### config.mk
export PLATFORM = sky130hd
export DESIGN_NAME = clip_image_header_crc_check_flat
export DESIGN_NICKNAME = d
export VERILOG_FILES = /design/src/sv/cihcc_pkg.sv /design/src/sv/cihcc_in_if.sv /design/src/sv/cihcc_out_if.sv /design/src/sv/cihcc_regs.sv /design/src/sv/clip_image_header_crc_check.sv /design/src/flat_wrapper.sv
export SDC_FILE = /design/constraint.sdc
export NUM_CORES = 1
export LEC_CHECK = 0
export BUFFER_PORTS_ARGS = -buffer_cell sky130_fd_sc_hd__buf_2
export CAP_MARGIN = 20
export CORE_AREA = 2 2 173 243
export DETAILED_ROUTE_END_ITERATION = 10
export DIE_AREA = 0 0 175 245
export HOLD_SLACK_MARGIN = 0.05
export PLACE_DENSITY = 0.68
export SLEW_MARGIN = 20
export SYNTH_ARGS = -nofsm -noshare
export SYNTH_HDL_FRONTEND = slang
export SYNTH_SLANG_ARGS = --single-unit
### constraint.sdc
create_clock -name clk -period 14.55 [get_ports clk]
set_clock_uncertainty 0.05 [all_clocks]
set_input_delay 0.7275 -clock clk [delete_from_list [all_inputs] [get_ports clk]]
set_output_delay 0.7275 -clock clk [all_outputs]
set_load 0.01 [all_outputs]
### src/sv/cihcc_pkg.sv
// Shared types, constants and the CRC-16 byte update for the clip image checker.
// No dependencies; cihcc_regs and the top level import this package, cihcc_out_if uses its status type.
`timescale 1ns / 1ps

package cihcc_pkg;

  // Image layout
  localparam int HEADER_BYTES = 4096;
  localparam int POS_W        = $clog2(HEADER_BYTES);
  localparam int ENTRY_W      = POS_W - 4;

  localparam logic [POS_W-1:0] LAST_POS    = POS_W'(HEADER_BYTES - 1);
  localparam logic [POS_W-1:0] SYNC_END    = POS_W'(4);
  localparam logic [POS_W-1:0] CRCF_END    = POS_W'(8);
  localparam logic [POS_W-1:0] CRCF_LO     = POS_W'(4);
  localparam logic [POS_W-1:0] CRCF_HI     = POS_W'(5);
  localparam logic [POS_W-1:0] COUNT_POS   = POS_W'(8);
  localparam logic [POS_W-1:0] ENTRY_START = POS_W'(9);
  localparam logic [3:0]       SIZE_OFFSET = 4'd12;
  localparam logic [3:0]       ENTRY_LAST  = 4'd15;

  // CRC-16, MSB first
  localparam logic [15:0] CRC_POLY = 16'h1021;

  // Result status codes
  typedef logic [1:0] status_t;
  localparam status_t ST_CHECKED    = 2'd0;
  localparam status_t ST_NO_SYNC    = 2'd1;
  localparam status_t ST_OVER_LIMIT = 2'd2;

  // Register file
  localparam int          ADDR_W           = 3;
  localparam logic        REG_SYNC_WORD    = 1'b0;
  localparam logic        REG_DATA_LIMIT   = 1'b1;
  localparam logic [31:0] SYNC_WORD_RESET  = 32'h4255564D;
  localparam logic [31:0] DATA_LIMIT_RESET = 32'd847872;

  typedef struct packed {
    logic [31:0] sync_word;
    logic [31:0] data_limit;
  } cfg_t;

  // One byte through the CRC, eight shift steps
  function automatic logic [15:0] crc_byte(input logic [15:0] crc, input logic [7:0] b);
    logic [15:0] c;
    c = crc ^ {b, 8'h00};
    for (int k = 0; k < 8; k++) begin
      if (c[15]) begin
        c = {c[14:0], 1'b0} ^ CRC_POLY;
      end else begin
        c = {c[14:0], 1'b0};
      end
    end
    return c;
  endfunction

endpackage

### src/sv/cihcc_in_if.sv
// Input channel: one image byte per request with its start mark.
// Uses nothing from cihcc_pkg; carries plain vectors.
`timescale 1ns / 1ps

interface cihcc_in_if;
  logic       valid;
  logic       ready;
  logic [7:0] data_byte;
  logic       image_start;

  modport source (output valid, output data_byte, output image_start, input ready);
  modport sink   (input valid, input data_byte, input image_start, output ready);
endinterface

### src/sv/cihcc_out_if.sv
// Result channel: status, CRCs, match flag and summed clip length.
// Depends on cihcc_pkg for the status type.
`timescale 1ns / 1ps

interface cihcc_out_if;
  logic                 valid;
  logic                 ready;
  cihcc_pkg::status_t   status;
  logic [15:0]          crc_value;
  logic [15:0]          stored_crc;
  logic                 crc_match;
  logic [31:0]          total_length;

  modport source (output valid, output status, output crc_value, output stored_crc,
                  output crc_match, output total_length, input ready);
  modport sink   (input valid, input status, input crc_value, input stored_crc,
                  input crc_match, input total_length, output ready);
endinterface

### src/sv/cihcc_regs.sv
// APB register file: sync word and data length limit.
// Depends on cihcc_pkg for the address map, reset values and cfg_t.
`timescale 1ns / 1ps

module cihcc_regs (
  input  logic                      clk,
  input  logic                      rst,
  input  logic                      psel,
  input  logic                      penable,
  input  logic                      pwrite,
  input  logic [cihcc_pkg::ADDR_W-1:0] paddr,
  input  logic [31:0]               pwdata,
  output logic [31:0]               prdata,
  output logic                      pready,
  output cihcc_pkg::cfg_t           cfg
);
  import cihcc_pkg::*;

  logic wr_en;

  assign pready = 1'b1;
  assign wr_en  = psel && penable && pwrite && pready;

  // Write registers on the access phase
  always_ff @(posedge clk) begin
    if (rst) begin
      cfg.sync_word  <= SYNC_WORD_RESET;
      cfg.data_limit <= DATA_LIMIT_RESET;
    end else if (wr_en) begin
      case (paddr[2])
        REG_SYNC_WORD:  cfg.sync_word  <= pwdata;
        REG_DATA_LIMIT: cfg.data_limit <= pwdata;
        default:        cfg.sync_word  <= cfg.sync_word;
      endcase
    end
  end

  // Read back
  always_comb begin
    case (paddr[2])
      REG_SYNC_WORD:  prdata = cfg.sync_word;
      REG_DATA_LIMIT: prdata = cfg.data_limit;
      default:        prdata = 32'h0;
    endcase
  end

endmodule

### src/sv/clip_image_header_crc_check.sv
// Clip image checker top level: header parse, CRC-16 and result register.
// Depends on cihcc_pkg, cihcc_in_if, cihcc_out_if and cihcc_regs.
//
//   port    dir   carries
//   in_ch   sink  data_byte, image_start (one image byte per request)
//   out_ch  src   status, crc_value, stored_crc, crc_match, total_length
//   APB     slv   sync_word (0x0), data_limit (0x4)
//
// One byte is taken every cycle while in_ch.ready is high; the header state, CRC
// and any result all load into their registers at the end of the accepting cycle.
// A result is given at the last header byte or at the last data byte.
// Input stalls only while a result waits and out_ch.ready is low.
// Synchronous active-high rst returns to idle, waiting for image_start.
`timescale 1ns / 1ps

module clip_image_header_crc_check (
  input  logic                         clk,
  input  logic                         rst,
  cihcc_in_if.sink                     in_ch,
  cihcc_out_if.source                  out_ch,
  input  logic                         psel,
  input  logic                         penable,
  input  logic                         pwrite,
  input  logic [cihcc_pkg::ADDR_W-1:0] paddr,
  input  logic [31:0]                  pwdata,
  output logic [31:0]                  prdata,
  output logic                         pready
);
  import cihcc_pkg::*;

  localparam logic [1:0] PH_IDLE   = 2'd0;
  localparam logic [1:0] PH_HEADER = 2'd1;
  localparam logic [1:0] PH_DATA   = 2'd2;

  cfg_t cfg;

  cihcc_regs u_regs (
    .clk     (clk),
    .rst     (rst),
    .psel    (psel),
    .penable (penable),
    .pwrite  (pwrite),
    .paddr   (paddr),
    .pwdata  (pwdata),
    .prdata  (prdata),
    .pready  (pready),
    .cfg     (cfg)
  );

  // Check state
  logic [1:0]       phase, phase_next;
  logic [POS_W-1:0] byte_position, byte_position_next;
  logic [15:0]      running_crc, running_crc_next;
  logic             sync_match, sync_match_next;
  logic [15:0]      crc_field, crc_field_next;
  logic [7:0]       clip_count, clip_count_next;
  logic [31:0]      size_assembly, size_assembly_next;
  logic [31:0]      size_total, size_total_next;
  logic [31:0]      data_remaining, data_remaining_next;

  // Result register
  logic             res_valid;
  status_t          res_status, res_status_next;
  logic [15:0]      res_crc, res_crc_next;
  logic [15:0]      res_stored, res_stored_next;
  logic             res_match, res_match_next;
  logic [31:0]      res_total, res_total_next;

  logic               accept;
  logic               emit;
  logic [POS_W-1:0]   q;
  logic [3:0]         off;
  logic [ENTRY_W-1:0] entry;
  logic [32:0]        sum;
  logic [7:0]         b;

  assign in_ch.ready = !res_valid || out_ch.ready;
  assign accept      = in_ch.valid && in_ch.ready;
  assign b           = in_ch.data_byte;

  // Entry offset of the byte in hand, taken from the position before it advances
  assign q     = (in_ch.image_start ? '0 : byte_position) - ENTRY_START;
  assign off   = q[3:0];
  assign entry = q[POS_W-1:4];

  // Next state for one accepted byte
  always_comb begin
    phase_next          = phase;
    byte_position_next  = byte_position;
    running_crc_next    = running_crc;
    sync_match_next     = sync_match;
    crc_field_next      = crc_field;
    clip_count_next     = clip_count;
    size_assembly_next  = size_assembly;
    size_total_next     = size_total;
    data_remaining_next = data_remaining;
    emit                = 1'b0;
    sum                 = 33'h0;
    res_status_next     = ST_CHECKED;
    res_crc_next        = 16'h0;
    res_stored_next     = 16'h0;
    res_match_next      = 1'b0;
    res_total_next      = 32'h0;

    // Restart on the start mark, whatever the phase
    if (in_ch.image_start) begin
      phase_next          = PH_HEADER;
      byte_position_next  = '0;
      running_crc_next    = 16'h0;
      sync_match_next     = 1'b1;
      crc_field_next      = 16'h0;
      clip_count_next     = 8'h0;
      size_assembly_next  = 32'h0;
      size_total_next     = 32'h0;
      data_remaining_next = 32'h0;
    end

    case (phase_next)
      PH_HEADER: begin
        if (byte_position_next < SYNC_END) begin
          if (cfg.sync_word[{byte_position_next[1:0], 3'b000} +: 8] != b) begin
            sync_match_next = 1'b0;
          end
          running_crc_next = crc_byte(running_crc_next, b);
        end else if (byte_position_next < CRCF_END) begin
          // Stored CRC field is left out of the CRC
          if (byte_position_next == CRCF_LO) begin
            crc_field_next[7:0] = b;
          end else if (byte_position_next == CRCF_HI) begin
            crc_field_next[15:8] = b;
          end
        end else begin
          running_crc_next = crc_byte(running_crc_next, b);
          if (byte_position_next == COUNT_POS) begin
            clip_count_next = b;
          end else if (off >= SIZE_OFFSET) begin
            size_assembly_next[{off[1:0], 3'b000} +: 8] = b;
            if (off == ENTRY_LAST && 32'(entry) < 32'(clip_count_next)) begin
              sum = {1'b0, size_total_next} + {1'b0, size_assembly_next};
              size_total_next = sum[32] ? 32'hFFFF_FFFF : sum[31:0];
            end
          end
        end

        // End of header: report or move on to the clip data
        if (byte_position_next == LAST_POS) begin
          byte_position_next = '0;
          if (!sync_match_next) begin
            emit            = 1'b1;
            res_status_next = ST_NO_SYNC;
          end else if (size_total_next > cfg.data_limit) begin
            emit            = 1'b1;
            res_status_next = ST_OVER_LIMIT;
            res_crc_next    = running_crc_next;
            res_stored_next = crc_field_next;
            res_total_next  = size_total_next;
          end else if (size_total_next == 32'h0) begin
            emit            = 1'b1;
            res_status_next = ST_CHECKED;
            res_crc_next    = running_crc_next;
            res_stored_next = crc_field_next;
            res_match_next  = (running_crc_next == crc_field_next);
            res_total_next  = size_total_next;
          end else begin
            data_remaining_next = size_total_next;
            phase_next          = PH_DATA;
          end
        end else begin
          byte_position_next = byte_position_next + 1'b1;
        end
      end
      PH_DATA: begin
        running_crc_next = crc_byte(running_crc_next, b);
        if (data_remaining_next != 32'h0) begin
          data_remaining_next = data_remaining_next - 32'd1;
        end
        if (data_remaining_next == 32'h0) begin
          emit            = 1'b1;
          res_status_next = ST_CHECKED;
          res_crc_next    = running_crc_next;
          res_stored_next = crc_field_next;
          res_match_next  = (running_crc_next == crc_field_next);
          res_total_next  = size_total_next;
        end
      end
      default: begin
        phase_next = PH_IDLE;
      end
    endcase

    if (emit) begin
      phase_next = PH_IDLE;
    end
  end

  // Advance check state on each accepted byte
  always_ff @(posedge clk) begin
    if (rst) begin
      phase          <= PH_IDLE;
      byte_position  <= '0;
      running_crc    <= 16'h0;
      sync_match     <= 1'b1;
      crc_field      <= 16'h0;
      clip_count     <= 8'h0;
      size_assembly  <= 32'h0;
      size_total     <= 32'h0;
      data_remaining <= 32'h0;
    end else if (accept) begin
      phase          <= phase_next;
      byte_position  <= byte_position_next;
      running_crc    <= running_crc_next;
      sync_match     <= sync_match_next;
      crc_field      <= crc_field_next;
      clip_count     <= clip_count_next;
      size_assembly  <= size_assembly_next;
      size_total     <= size_total_next;
      data_remaining <= data_remaining_next;
    end
  end

  // Hold a result until it is taken
  always_ff @(posedge clk) begin
    if (rst) begin
      res_valid <= 1'b0;
    end else if (accept && emit) begin
      res_valid <= 1'b1;
    end else if (out_ch.ready) begin
      res_valid <= 1'b0;
    end
  end

  always_ff @(posedge clk) begin
    if (accept && emit) begin
      res_status <= res_status_next;
      res_crc    <= res_crc_next;
      res_stored <= res_stored_next;
      res_match  <= res_match_next;
      res_total  <= res_total_next;
    end
  end

  assign out_ch.valid        = res_valid;
  assign out_ch.status       = res_status;
  assign out_ch.crc_value    = res_crc;
  assign out_ch.stored_crc   = res_stored;
  assign out_ch.crc_match    = res_match;
  assign out_ch.total_length = res_total;

endmodule
### src/flat_wrapper.sv
// flat-port wrapper written by rule: the top's interface ports become plain ports
module clip_image_header_crc_check_flat import cihcc_pkg::*;
  (clk, rst, psel, penable, pwrite, paddr, pwdata, prdata, pready, in_ch_valid, in_ch_data_byte, in_ch_image_start, in_ch_ready, out_ch_valid, out_ch_status, out_ch_crc_value, out_ch_stored_crc, out_ch_crc_match, out_ch_total_length, out_ch_ready);
  cihcc_in_if in_ch_i ();
  cihcc_out_if out_ch_i ();
  input  logic clk;
  input  logic rst;
  input  logic psel;
  input  logic penable;
  input  logic pwrite;
  input  logic [cihcc_pkg::ADDR_W-1:0] paddr;
  input  logic [31:0] pwdata;
  output logic [31:0] prdata;
  output logic pready;
  input wire logic [$bits(in_ch_i.valid)-1:0] in_ch_valid;
  input wire logic [$bits(in_ch_i.data_byte)-1:0] in_ch_data_byte;
  input wire logic [$bits(in_ch_i.image_start)-1:0] in_ch_image_start;
  output wire logic [$bits(in_ch_i.ready)-1:0] in_ch_ready;
  output wire logic [$bits(out_ch_i.valid)-1:0] out_ch_valid;
  output wire logic [$bits(out_ch_i.status)-1:0] out_ch_status;
  output wire logic [$bits(out_ch_i.crc_value)-1:0] out_ch_crc_value;
  output wire logic [$bits(out_ch_i.stored_crc)-1:0] out_ch_stored_crc;
  output wire logic [$bits(out_ch_i.crc_match)-1:0] out_ch_crc_match;
  output wire logic [$bits(out_ch_i.total_length)-1:0] out_ch_total_length;
  input wire logic [$bits(out_ch_i.ready)-1:0] out_ch_ready;
  assign in_ch_i.valid = in_ch_valid;
  assign in_ch_i.data_byte = in_ch_data_byte;
  assign in_ch_i.image_start = in_ch_image_start;
  assign in_ch_ready = in_ch_i.ready;
  assign out_ch_valid = out_ch_i.valid;
  assign out_ch_status = out_ch_i.status;
  assign out_ch_crc_value = out_ch_i.crc_value;
  assign out_ch_stored_crc = out_ch_i.stored_crc;
  assign out_ch_crc_match = out_ch_i.crc_match;
  assign out_ch_total_length = out_ch_i.total_length;
  assign out_ch_i.ready = out_ch_ready;
  clip_image_header_crc_check u_core (.clk(clk), .rst(rst), .in_ch(in_ch_i), .out_ch(out_ch_i), .psel(psel), .penable(penable), .pwrite(pwrite), .paddr(paddr), .pwdata(pwdata), .prdata(prdata), .pready(pready));
endmodule
==> flow_summary.yaml <==
sta:
  hold_slack_ns: 0.3187
  tns_ns: 0
  setup_viols_final: 0
  final_period_minus_worst_setup_slack_ns: 9.757
  final-max-slew-violation-count: 0
  grt_setup_unrepaired: "no"
  final_hold_viol_count: 0
  final_min_period_over_clock_period: 0.6706
  maxClockFrequency_ghz: 0.1025
  timing.max_slew.rel_slack: 0.2242
  timing_worst_slew_pin_value_ns: 1.158
  final.setup.worst_slack_ns: 4.793
cells_and_area:
  layout-drive-gt1-share: 0.1196
  final_nets: 2850
  area.growth.synth_to_final_pct: 9.905
  layout.filler_cells: 3941
clock_tree:
  clockRootBuffer: "clkbuf_16"
  htreeDepth: 1
  tritoncts.num_buffers: 29
  tritoncts_clock_tree: "done"
  postCtsResizedCells: 0
  cts_sinks: 283
  clock_slew_at_the_register_clock_pins_of_the_worst_setup_and_hold_paths_ns: 0.07
  clock_tree.buffer_depth: 3
  postCtsSetupBuffers: 0
  ctsHoldBuffers: 0
  worst_skew_pair.late_latency_ns: 0.60
synthesis:
  synth_commonest_cells: "nand2_1, nor2_1, a21oi_1, dfxtp_1, o21ai_0"
  mappedNetlistNets: 2822
  synth_seq_area_share: 0.3143
  synth_cell_types: 95
  yosys-top-cells-area: "dfxtp_1, edfxtp_1, nand2_1, nor2_1, a21oi_1"
  post_synth_inst_count: 2691
  synth_top_area_share: 0.2145
  synth-adder-area-share: 0.05002
  ys_warn_count: 0
  synth_top_flop_cell: "dfxtp_1"
  async_flop_share: 0
  complex_gate_fraction_of_the_synthesized_area: 0.2701
  synthesis.area_um2: 20160
  cell_type_with_the_highest_aggregate_area_in_the_netlist: "dfxtp_1"
  synthMuxAreaShare: 0.02985
  yosys_register_bits: 283
  synth_top_family_by_area: "compound AO/OA/AOI/OAI gates"
  synthXorXnorAreaFrac: 0.04562
  synth_area_per_cell_um2: 7.491
  synth.most_common_cell: "nand2_1"
  synthSimpleGateAreaFrac: 0.2352
  synth_edf_count: 67
critical_path:
  cp-end-kind: "flop"
  setup.worst_path.class: "primary input to flop"
  timing.reg2reg.worst_path_depth: 30
  worst_r2r_endpoint: "u_core.data_remaining[8]"
  r2r_slack_ns: 5.40
  critPathLaunchType: "primary input"
  required_arrival_time_at_the_worst_endpoint_ns: 15.05
  crit_path_frequent_cell: "a21oi_1"
  slowest_delay_ns: 0.85
  worst_ep_arrival_time_ns: 10.26
  timing.critical_path.slowest_stage_cell: "nor2_1"
  rr_startpoint: "u_core.byte_position[0]"
  crit_path_max_fanout: 42
power_and_ir_drop:
  leakage_power_nw: 7.994
  p_per_area_nw_per_um2: 87.12
  p_int_mw: 1.340
  p_total_mw: 1.930
  sw_frac_of_total: 0.3058
  share_seq_of_total_power: 0.428
  power.combinational.fraction: 0.171
  clock_power_share: 0.401
  peakVddDrop_mv: 0.1116
  total_switching_power_mw: 0.5904
die:
  core_area_um2: 40850
  die-area_um2: 42880
  start_util: 0.4935
  design.portCount: 153
  placementRows: 88
  chipHeight_um: 245
  die_w_um: 175
routing:
  final_antenna_net_count: 0
  post-route-drc-count: 0
  wire_per_inst_um: 23.58
  dr_total_vias: 21220
  ratio_of_routed_vias_to_standard_cells: 6.464
  drt_wl_total_um: 77410
  drt_iter0_markers: 2203
  1st_pass_router_iterations: 6
flow_run:
  timing.max_cap.violations: 0
worst_hold_path:
  worstHoldPathCells: 3
  timing.hold.worst.class: "primary input to flop"
  worstHoldEndpoint: "u_core.u_regs.cfg[44]"
  hold_path.startpoint: "pwdata[12]"
global_route:
  largest_net_degree_at_the_start_of_global_routing: 93
  grt_overflow_total: 0
  first_pass_grt_wire_length_um: 117400
  grt_util_all_layers: 0.3517
  number_of_antenna_violations_at_the_first_check_in_global_routing: 1
  grt_pass1_vias: 20120
placed_design:
  place.gp.congestion: 0.9846
  placement.io_buffers: 149
  detailedPlace.worstSlack_ns: 4.566
  post-dp-hpwl_um: 54200
run_status:
  run_status: "finished clean"
stage by stage:
stage | util | instance area [um2] | std cells
CTS | 0.5421 | 22140 | 3282
global placement | 0.5187 | 21190 | 3228
global route | 0.5423 | 22150 | 3282
finish | 0.5424 | 22160 | 3283
detailed placement | 0.5187 | 21190 | 3228
floorplan | - | 20160 | 2691
critical path, delay by kind of cell:
family                   cells  cell delay [ns]
buffers and inverters        3             1.04
AND/OR/NAND/NOR              6             2.42
AO/OA/AOI/OAI               17             4.59
adder cells (fa/ha/maj)      3             1.40
power groups by stage:
stage | Sequential, mW | Clock (mW) | Combinational (mW)
finish | 0.827 | 0.773 | 0.330
detailed placement | 0.844 | 0 | 0.320
CTS | 0.826 | 0.781 | 0.322
global placement | 0.843 | 0 | 0.316
global route | 0.828 | 0.812 | 0.352
floorplan | 0.837 | 0 | 0.223
cells by family after synthesis:
group                      count (synthesis)
AOI/OAI and AO/OA                        847
xor gates and xnor gates                 105
adders and majority gates                 80
buffers and inverters                    275
DFF                                      283
muxes                                     55
other                                      1
and+or+nand+nor                         1045
flip-flops by register name, indices dropped and copies added, names as in the netlist:
name	count
u_core.u_regs.cfg	64
u_core.data_remaining	32
u_core.out_ch.total_length	32
u_core.size_assembly	32
u_core.size_total	32
u_core.crc_field	16
u_core.out_ch.crc_value	16
u_core.out_ch.stored_crc	16
u_core.running_crc	16
u_core.byte_position	12
u_core.clip_count	8
u_core.out_ch.status	2
u_core.phase	2
u_core.out_ch.crc_match	1
u_core.out_ch.valid	1
u_core.sync_match	1
area by class of cell:
class,instances,area [um2],share of cell area
Clock inverter,22,216.5,0.009770
Timing Repair Buffer,199,1134,0.05116
Antenna cell,1,2.502,0.0001129
Multi-Input combinational cell,2133,12780,0.5769
Inverter,73,274.0,0.01237
Tap cell,540,675.6,0.03049
Sequential cell,283,6336,0.2860
Clock buffer,32,737.0,0.03326
layout by cell type, fill, tap and decap left out, types with 8 or more instances in the layout:
master     netlist  routed
mux2_2          40      40
nand2_1        362     362
a21o_1          29      29
ha_1            79      77
nor3_1          51      51
nand3_1         50      50
dfxtp_1        216     216
nor2b_1         75      75
a41oi_1          9       9
clkbuf_16        0      29
o221ai_1         8       8
a221oi_1        18      18
a22oi_1        109     109
mux2i_1         14      14
nor4_1          18      17
nand4_1         31      31
xor2_1          30      30
nor2_1         343     338
edfxtp_1        67      67
a22o_1          18      18
o31ai_1         13      13
nand3b_1        10      10
a211oi_1        21      21
a31oi_1         51      51
and2_1           9       8
o21ai_0        183     183
o21a_1          24      24
o211ai_1        27      27
nor3b_1         19      19
and3_1          11      11
buf_2           11     147
buf_4            7      50
or3_1           16      16
a21oi_1        241     241
o22ai_1         11      11
nand2b_1        17      17
inv_1           72      71
or2_2            9       9
xnor2_1         75      75
worst max path at each step:
stage / start / endpoint / slack (ns) / depth (start not counted)
after detailed placement: in_ch_image_start / u_core.data_remaining[8] / 4.57 / 29
after CTS: in_ch_image_start / u_core.data_remaining[8] / 5.20 / 29
after floorplan: in_ch_image_start / u_core.out_ch.crc_match / 3.98 / 38
final: in_ch_image_start / u_core.data_remaining[8] / 4.79 / 29
after global routing: in_ch_image_start / u_core.data_remaining[12] / 4.25 / 29
after global placement: in_ch_image_start / u_core.data_remaining[8] / 4.62 / 29
metal layers:
metal  global-route usage  wire, um  up-vias
li1                     -         -     9743
met1               0.4141     28710     9984
met2               0.5885     36050     1165
met3              0.04895      6344      330
met4               0.2488      6302        0
met5                    0         0        -
Power figures use the tool's default switching activity.
